--- src/hw/rtl/sgf_pkg.sv ---
// ----------------------------------------------------------------------------
// sgf_pkg - shared types and constants for the scaled glyph framebuffer
// Request codes, controller states, and the command/status bundles between
// the controller and the datapath.
// ----------------------------------------------------------------------------
package sgf_pkg;

	// Field widths of the request/response transactions
	localparam int COORD_W   = 8;
	localparam int GLYPH_W   = 35;
	localparam int SCALE_W   = 4;
	localparam int BADDR_W   = 10;
	localparam int DATA_W    = 8;

	// Glyph column stride in glyph_bits, and log2 of the rows per store page
	localparam int GLYPH_STRIDE = 7;
	localparam int PAGE_SHIFT   = 3;

	// Glyph bit index width (covers column/row indexes up to 8x8 with stride 7)
	localparam int SH_W  = 6;
	// Pixel byte index width: 255 + 31*256 and the store depth both fit
	localparam int IDX_W = 14;

	// Default geometry
	localparam int DEF_SCREEN_WIDTH  = 128;
	localparam int DEF_SCREEN_HEIGHT = 64;
	localparam int DEF_GLYPH_COLS    = 5;
	localparam int DEF_GLYPH_ROWS    = 7;
	localparam int DEF_STORE_BYTES   = 1024;

	typedef enum logic [1:0] {
		REQ_GLYPH = 2'd0,
		REQ_PIXEL = 2'd1,
		REQ_CLEAR = 2'd2,
		REQ_READ  = 2'd3
	} req_type_t;

	typedef enum logic [3:0] {
		S_INIT,
		S_IDLE,
		S_CELL,
		S_PRD,
		S_PWR,
		S_CLEAR,
		S_RADDR,
		S_DONE
	} sgf_state_t;

	typedef struct packed {
		logic in_ready;
		logic load;
		logic adv_cell;
		logic adv_sq;
		logic pix_rd;
		logic pix_wr;
		logic rd_en;
		logic clr_we;
		logic res_load;
	} sgf_cmd_t;

	typedef struct packed {
		logic scale_zero;
		logic bit_set;
		logic last_cell;
		logic last_sq;
		logic clr_last;
		logic is_pixel;
		logic out_free;
	} sgf_sts_t;

endpackage

--- src/hw/rtl/sgf_ctrl.sv ---
// ----------------------------------------------------------------------------
// sgf_ctrl - request sequencer
// State machine that walks glyph cells and square pixels, runs clear sweeps
// and byte reads, and hands results to the output register.
// ----------------------------------------------------------------------------
module sgf_ctrl
	import sgf_pkg::*;
(
	input  logic      clk,
	input  logic      arst_n,
	input  logic      in_valid,
	input  req_type_t in_type,
	input  sgf_sts_t  sts,
	output sgf_cmd_t  cmd
);

	sgf_state_t state_q, state_d;

	always_ff @(posedge clk or negedge arst_n) begin
		if (!arst_n) begin
			state_q <= S_INIT;
		end else begin
			state_q <= state_d;
		end
	end

	// Next state
	always_comb begin
		state_d = state_q;
		unique case (state_q)
			S_INIT: begin
				if (sts.clr_last) state_d = S_IDLE;
			end
			S_IDLE: begin
				if (in_valid) begin
					unique case (in_type)
						REQ_GLYPH: state_d = S_CELL;
						REQ_PIXEL: state_d = S_PRD;
						REQ_CLEAR: state_d = S_CLEAR;
						REQ_READ:  state_d = S_RADDR;
						default:   state_d = S_IDLE;
					endcase
				end
			end
			S_CELL: begin
				priority if (sts.scale_zero) state_d = S_DONE;
				else if (sts.bit_set)        state_d = S_PRD;
				else if (sts.last_cell)      state_d = S_DONE;
				else                         state_d = S_CELL;
			end
			S_PRD: state_d = S_PWR;
			S_PWR: begin
				priority if (sts.is_pixel)  state_d = S_DONE;
				else if (!sts.last_sq)      state_d = S_PRD;
				else if (sts.last_cell)     state_d = S_DONE;
				else                        state_d = S_CELL;
			end
			S_CLEAR: begin
				if (sts.clr_last) state_d = S_DONE;
			end
			S_RADDR: state_d = S_DONE;
			S_DONE: begin
				if (sts.out_free) state_d = S_IDLE;
			end
			default: state_d = S_INIT;
		endcase
	end

	// Commands
	always_comb begin
		cmd = '0;
		unique case (state_q)
			S_INIT:  cmd.clr_we = 1'b1;
			S_IDLE: begin
				cmd.in_ready = 1'b1;
				cmd.load     = in_valid;
			end
			S_CELL: begin
				cmd.adv_cell = !sts.scale_zero && !sts.bit_set && !sts.last_cell;
			end
			S_PRD:   cmd.pix_rd = 1'b1;
			S_PWR: begin
				cmd.pix_wr   = 1'b1;
				cmd.adv_sq   = !sts.is_pixel && !sts.last_sq;
				cmd.adv_cell = !sts.is_pixel && sts.last_sq && !sts.last_cell;
			end
			S_CLEAR: cmd.clr_we = 1'b1;
			S_RADDR: cmd.rd_en  = 1'b1;
			S_DONE:  cmd.res_load = sts.out_free;
			default: cmd = '0;
		endcase
	end

endmodule

--- config.mk ---
export PLATFORM = sky130hd
export DESIGN_NAME = sgf_ctrl
export DESIGN_NICKNAME = d
export VERILOG_FILES = /design/src/hw/rtl/sgf_pkg.sv /design/src/hw/rtl/sgf_ctrl.sv
export SDC_FILE = /design/constraint.sdc
export NUM_CORES = 1
export LEC_CHECK = 0
export BUFFER_PORTS_ARGS = -buffer_cell sky130_fd_sc_hd__buf_2
export CAP_MARGIN = 0
export CORE_AREA = 2 2 39 41
export DETAILED_ROUTE_END_ITERATION = 12
export DIE_AREA = 0 0 41 43
export GPL_TIMING_DRIVEN = 0
export PLACE_DENSITY = 0.63
export SETUP_SLACK_MARGIN = 0.5
export SLEW_MARGIN = 20
export SYNTH_ARGS = -nofsm -noshare
export SYNTH_HDL_FRONTEND = slang
export SYNTH_SLANG_ARGS = --single-unit
--- constraint.sdc ---
create_clock -name clk -period 3.3 [get_ports clk]
set_input_delay 0.66 -clock clk [delete_from_list [all_inputs] [get_ports clk]]
set_output_delay 0.66 -clock clk [all_outputs]
set_load 0.01 [all_outputs]
==> impl_metrics.prom <==
# TYPE chip_impl_metric gauge
chip_impl_metric{name="grt_start_max_net_pins",unit=""} 11
chip_impl_metric{name="synth_area_per_cell",unit="µm²"} 7.486
chip_impl_metric{name="dr_total_vias",unit=""} 497
chip_impl_info{name="critical_path.reg2reg.endpoint",value="state_q[0]"} 1
chip_impl_metric{name="hold_slack",unit="ns"} 0.2181
chip_impl_info{name="rsz0062_at_grt",value="no"} 1
chip_impl_info{name="cts_tree",value="done"} 1
chip_impl_info{name="run_status",value="completed"} 1
chip_impl_metric{name="antennaDiodeCount",unit=""} 0
chip_impl_metric{name="synth_fp_nets",unit=""} 74
chip_impl_metric{name="clock.fmax",unit="MHz"} 436.9
chip_impl_metric{name="worstSkewPairLatency",unit="ns"} 0.23
chip_impl_metric{name="fin_tns_setup",unit="ns"} 0
chip_impl_metric{name="worstRegToRegCells",unit=""} 4
chip_impl_metric{name="hold_violations",unit=""} 0
chip_impl_metric{name="top_level_ports",unit=""} 21
chip_impl_metric{name="cts.hold.buffers_added",unit=""} 0
chip_impl_metric{name="io_buffers",unit=""} 20
chip_impl_metric{name="detailedRoute.firstIterationViolations",unit=""} 7
chip_impl_metric{name="sequential_cell_area",unit="µm²"} 75.07
chip_impl_metric{name="numClockSinks",unit=""} 3
chip_impl_metric{name="leakage",unit="nW"} 0.3197
chip_impl_metric{name="wl_per_cell",unit="µm"} 10.67
chip_impl_metric{name="ctsResizeCount",unit=""} 0
chip_impl_metric{name="grt_pass1_wl",unit="µm"} 1566
chip_impl_info{name="largest_registers",value="state_q x3"} 1
chip_impl_metric{name="setup_viols_final",unit=""} 0
chip_impl_metric{name="number_of_h_tree_branching_levels",unit=""} 1
chip_impl_metric{name="layout_fillers",unit=""} 157
chip_impl_info{name="critical_path.reg2reg.startpoint",value="state_q[0]"} 1
chip_impl_metric{name="grt.overflow.total",unit=""} 0
chip_impl_metric{name="chipHeight",unit="µm"} 43
chip_impl_metric{name="finalWirelength",unit="µm"} 1046
chip_impl_metric{name="post_synthesis_cell_area",unit="µm²"} 434.2
chip_impl_metric{name="place.gp.congestion",unit=""} 0.8450
chip_impl_metric{name="drive_above_1_share",unit="%"} 34.15
chip_impl_metric{name="core.rowCount",unit=""} 14
chip_impl_metric{name="max_slew.worst_pin.slew",unit="ns"} 0.4121
chip_impl_metric{name="avgViaCountPerCell",unit=""} 5.071
chip_impl_info{name="clk_root_buffer_cell",value="sky130_fd_sc_hd__clkbuf_4"} 1
chip_impl_metric{name="max_cap_viol_count",unit=""} 0
chip_impl_metric{name="first_pass_iters",unit=""} 4
chip_impl_metric{name="relSlewSlack",unit="%"} 72.52
chip_impl_metric{name="post_cts_buffers",unit=""} 0
chip_impl_metric{name="vias_in_the_first_global_route",unit=""} 391
chip_impl_info{name="end_kind",value="output pin"} 1
chip_impl_metric{name="final_period_minus_worst_setup_slack",unit="ns"} 2.289
chip_impl_metric{name="fin_crit_sh",unit="%"} 69.36
chip_impl_info{name="setup.worst_path.start_class",value="flip-flop"} 1
chip_impl_metric{name="layout-area-overhead-vs-synth",unit="%"} 33.72
chip_impl_metric{name="post_synth_inst_count",unit=""} 58
chip_impl_metric{name="critical_path.max_fanout",unit=""} 6
chip_impl_metric{name="synth_seq_area_share",unit="%"} 17.29
chip_impl_metric{name="tritoncts.num_buffers",unit=""} 3
chip_impl_metric{name="arrival",unit="ns"} 1.63
chip_impl_metric{name="final_ant_viol_nets",unit=""} 0
chip_impl_info{name="criticalPathCategory",value="flip-flop to output pin"} 1
chip_impl_metric{name="finalNetCount",unit=""} 99
chip_impl_metric{name="max_reg_flops",unit=""} 3
chip_impl_metric{name="clk_path_buf_depth",unit=""} 2
chip_impl_metric{name="powerDensity",unit="nW/µm²"} 695.7
chip_impl_metric{name="final_max_slew_viols",unit=""} 0
chip_impl_metric{name="clk_pin_slew",unit="ns"} 0.04
chip_impl_metric{name="multi_input_area",unit="µm²"} 320.3
chip_impl_metric{name="dpl.hpwl",unit="µm"} 828.8
chip_impl_metric{name="reg_to_reg_setup_timing_slack",unit="ns"} 1.75
chip_impl_metric{name="netlist-cell-type-count",unit=""} 25
chip_impl_metric{name="timing.clock.skew",unit="ns"} 0.002319
chip_impl_metric{name="die_area",unit="µm²"} 1763
chip_impl_metric{name="dieWidth",unit="µm"} 41
chip_impl_metric{name="synth-seq-cells",unit=""} 3
chip_impl_metric{name="drc_errors",unit=""} 0
chip_impl_metric{name="initial_antenna_violation_count",unit=""} 0
chip_impl_metric{name="vdd.ir_drop.worst",unit="V"} 0.0002492
chip_impl_info{name="timing.hold.worst.class",value="input port to asynchronous set/reset pin"} 1
chip_impl_metric{name="cp.required",unit="ns"} 2.64
chip_impl_metric{name="core-area",unit="µm²"} 1384
chip_impl_metric{name="yosys_warnings",unit=""} 0
chip_impl_metric{name="effective_utilization_at_floorplan",unit="%"} 31.37
chip_impl_info{name="register_name_with_the_most_flops",value="state_q"} 1
chip_impl_metric{name="grt_usage",unit="%"} 12.89
-- cells in the mapped netlist --
cell / number / area share (%)
sky130_fd_sc_hd__clkbuf_1: 1 / 0.86
sky130_fd_sc_hd__nor3_1: 3 / 3.5
sky130_fd_sc_hd__ha_1: 4 / 12
sky130_fd_sc_hd__xnor2_1: 1 / 2.0
sky130_fd_sc_hd__and2_1: 2 / 2.9
sky130_fd_sc_hd__inv_1: 6 / 5.2
sky130_fd_sc_hd__o32a_2: 1 / 2.6
sky130_fd_sc_hd__nor3b_1: 1 / 1.7
sky130_fd_sc_hd__nor4b_2: 1 / 3.5
sky130_fd_sc_hd__nand2b_1: 4 / 5.8
sky130_fd_sc_hd__a311oi_1: 1 / 2.0
sky130_fd_sc_hd__and3_1: 3 / 4.3
sky130_fd_sc_hd__buf_2: 1 / 1.2
sky130_fd_sc_hd__a31oi_1: 1 / 1.4
sky130_fd_sc_hd__a21oi_1: 5 / 5.8
sky130_fd_sc_hd__xor2_1: 1 / 2.0
sky130_fd_sc_hd__a32oi_1: 1 / 2.0
sky130_fd_sc_hd__and4b_1: 1 / 2.3
sky130_fd_sc_hd__o21ai_0: 3 / 3.5
sky130_fd_sc_hd__dfrtp_1: 3 / 17
sky130_fd_sc_hd__or3b_4: 1 / 2.6
sky130_fd_sc_hd__nor4_1: 2 / 2.9
sky130_fd_sc_hd__mux2i_1: 2 / 4.6
sky130_fd_sc_hd__nor2_1: 8 / 6.9
sky130_fd_sc_hd__buf_4: 1 / 1.7
-- per-layer routing --
layer / share of wire [%] / vias up / global-route usage [%]
met5: 0 / - / 0
met3: 6.9 / 0 / 4.712
met4: 0 / 0 / 4.000
met1: 47 / 221 / 17.86
met2: 46 / 21 / 18.13
li1: - / 255 / -
-- stage by stage --
stage / utilization (%) / instance area (µm²) / instances / setup WS [ns] / power, mW
3_5_place_dp: 40.05 / 554.3 / 94 / 1.249 / 0.3397
5_1_grt: 41.95 / 580.6 / 98 / 0.9185 / 0.4405
2_1_floorplan: - / 434.2 / 58 / 1.248 / 0.2631
4_1_cts: 41.95 / 580.6 / 98 / 0.9993 / 0.4044
6_report: 41.95 / 580.6 / 98 / 1.011 / 0.4039
3_3_place_gp: 40.05 / 554.3 / 94 / 1.262 / 0.3361
-- placed cells by master (no fill, tap or decap), types with 2 or more instances in the layout --
master                     netlist  routed
sky130_fd_sc_hd__ha_1            4       4
sky130_fd_sc_hd__and3_1          3       3
sky130_fd_sc_hd__dfrtp_1         3       3
sky130_fd_sc_hd__nor2_1          8       8
sky130_fd_sc_hd__inv_1           6       6
sky130_fd_sc_hd__nor3_1          3       3
sky130_fd_sc_hd__nand2b_1        4       4
sky130_fd_sc_hd__a21oi_1         5       5
sky130_fd_sc_hd__clkbuf_4        0       3
sky130_fd_sc_hd__mux2i_1         2       2
sky130_fd_sc_hd__o21ai_0         3       3
sky130_fd_sc_hd__clkbuf_1        1       2
sky130_fd_sc_hd__and2_1          2       2
sky130_fd_sc_hd__buf_2           1      21
sky130_fd_sc_hd__nor4_1          2       2
-- final cells by class --
cell class | count | area share, %
multi-input cells | 46 | 55.17
clock buffers | 4 | 4.526
well taps | 16 | 3.448
plain buffers | 3 | 2.802
repair buffers | 20 | 17.24
inverters | 6 | 3.879
flip-flops and latches | 3 | 12.93
-- how the worst max path moves through the flow --
stage	start	end	slack (ns)	cells after the start
detailed placement	state_q[0]	cmd[6]	1.25	5
floorplan	state_q[0]	cmd[6]	1.25	4
global placement	state_q[0]	cmd[6]	1.26	5
finish	state_q[0]	cmd[6]	1.01	5
CTS	state_q[0]	cmd[6]	1.0	5
global route	state_q[0]	cmd[6]	0.92	5
-- where the power goes --
group | internal, mW | switching, mW | total (mW)
logic | 0.120 | 0.153 | 0.273
registers | 0.0543 | 0.0133 | 0.0676
clock network | 0.0453 | 0.0183 | 0.0635
-- logic make-up after synthesis --
logic type	count (synthesis)	share of synthesized area, %
AOI/OAI and AO/OA	12	17.29
and+or+nand+nor	26	36.31
buffers and inverters	9	8.932
muxes	2	4.611
DFF	3	17.29
adders and majority gates	4	11.53
xor gates and xnor gates	2	4.035
-- worst max-delay path, stage by stage, from the launching register on --
cell                      delay, ns
sky130_fd_sc_hd__dfrtp_1       0.43
sky130_fd_sc_hd__or3b_4        0.44
sky130_fd_sc_hd__inv_1         0.09
sky130_fd_sc_hd__a31oi_1       0.09
sky130_fd_sc_hd__nor4_1        0.18
sky130_fd_sc_hd__buf_2         0.18
Note: power is estimated with default switching activity, not from simulation.
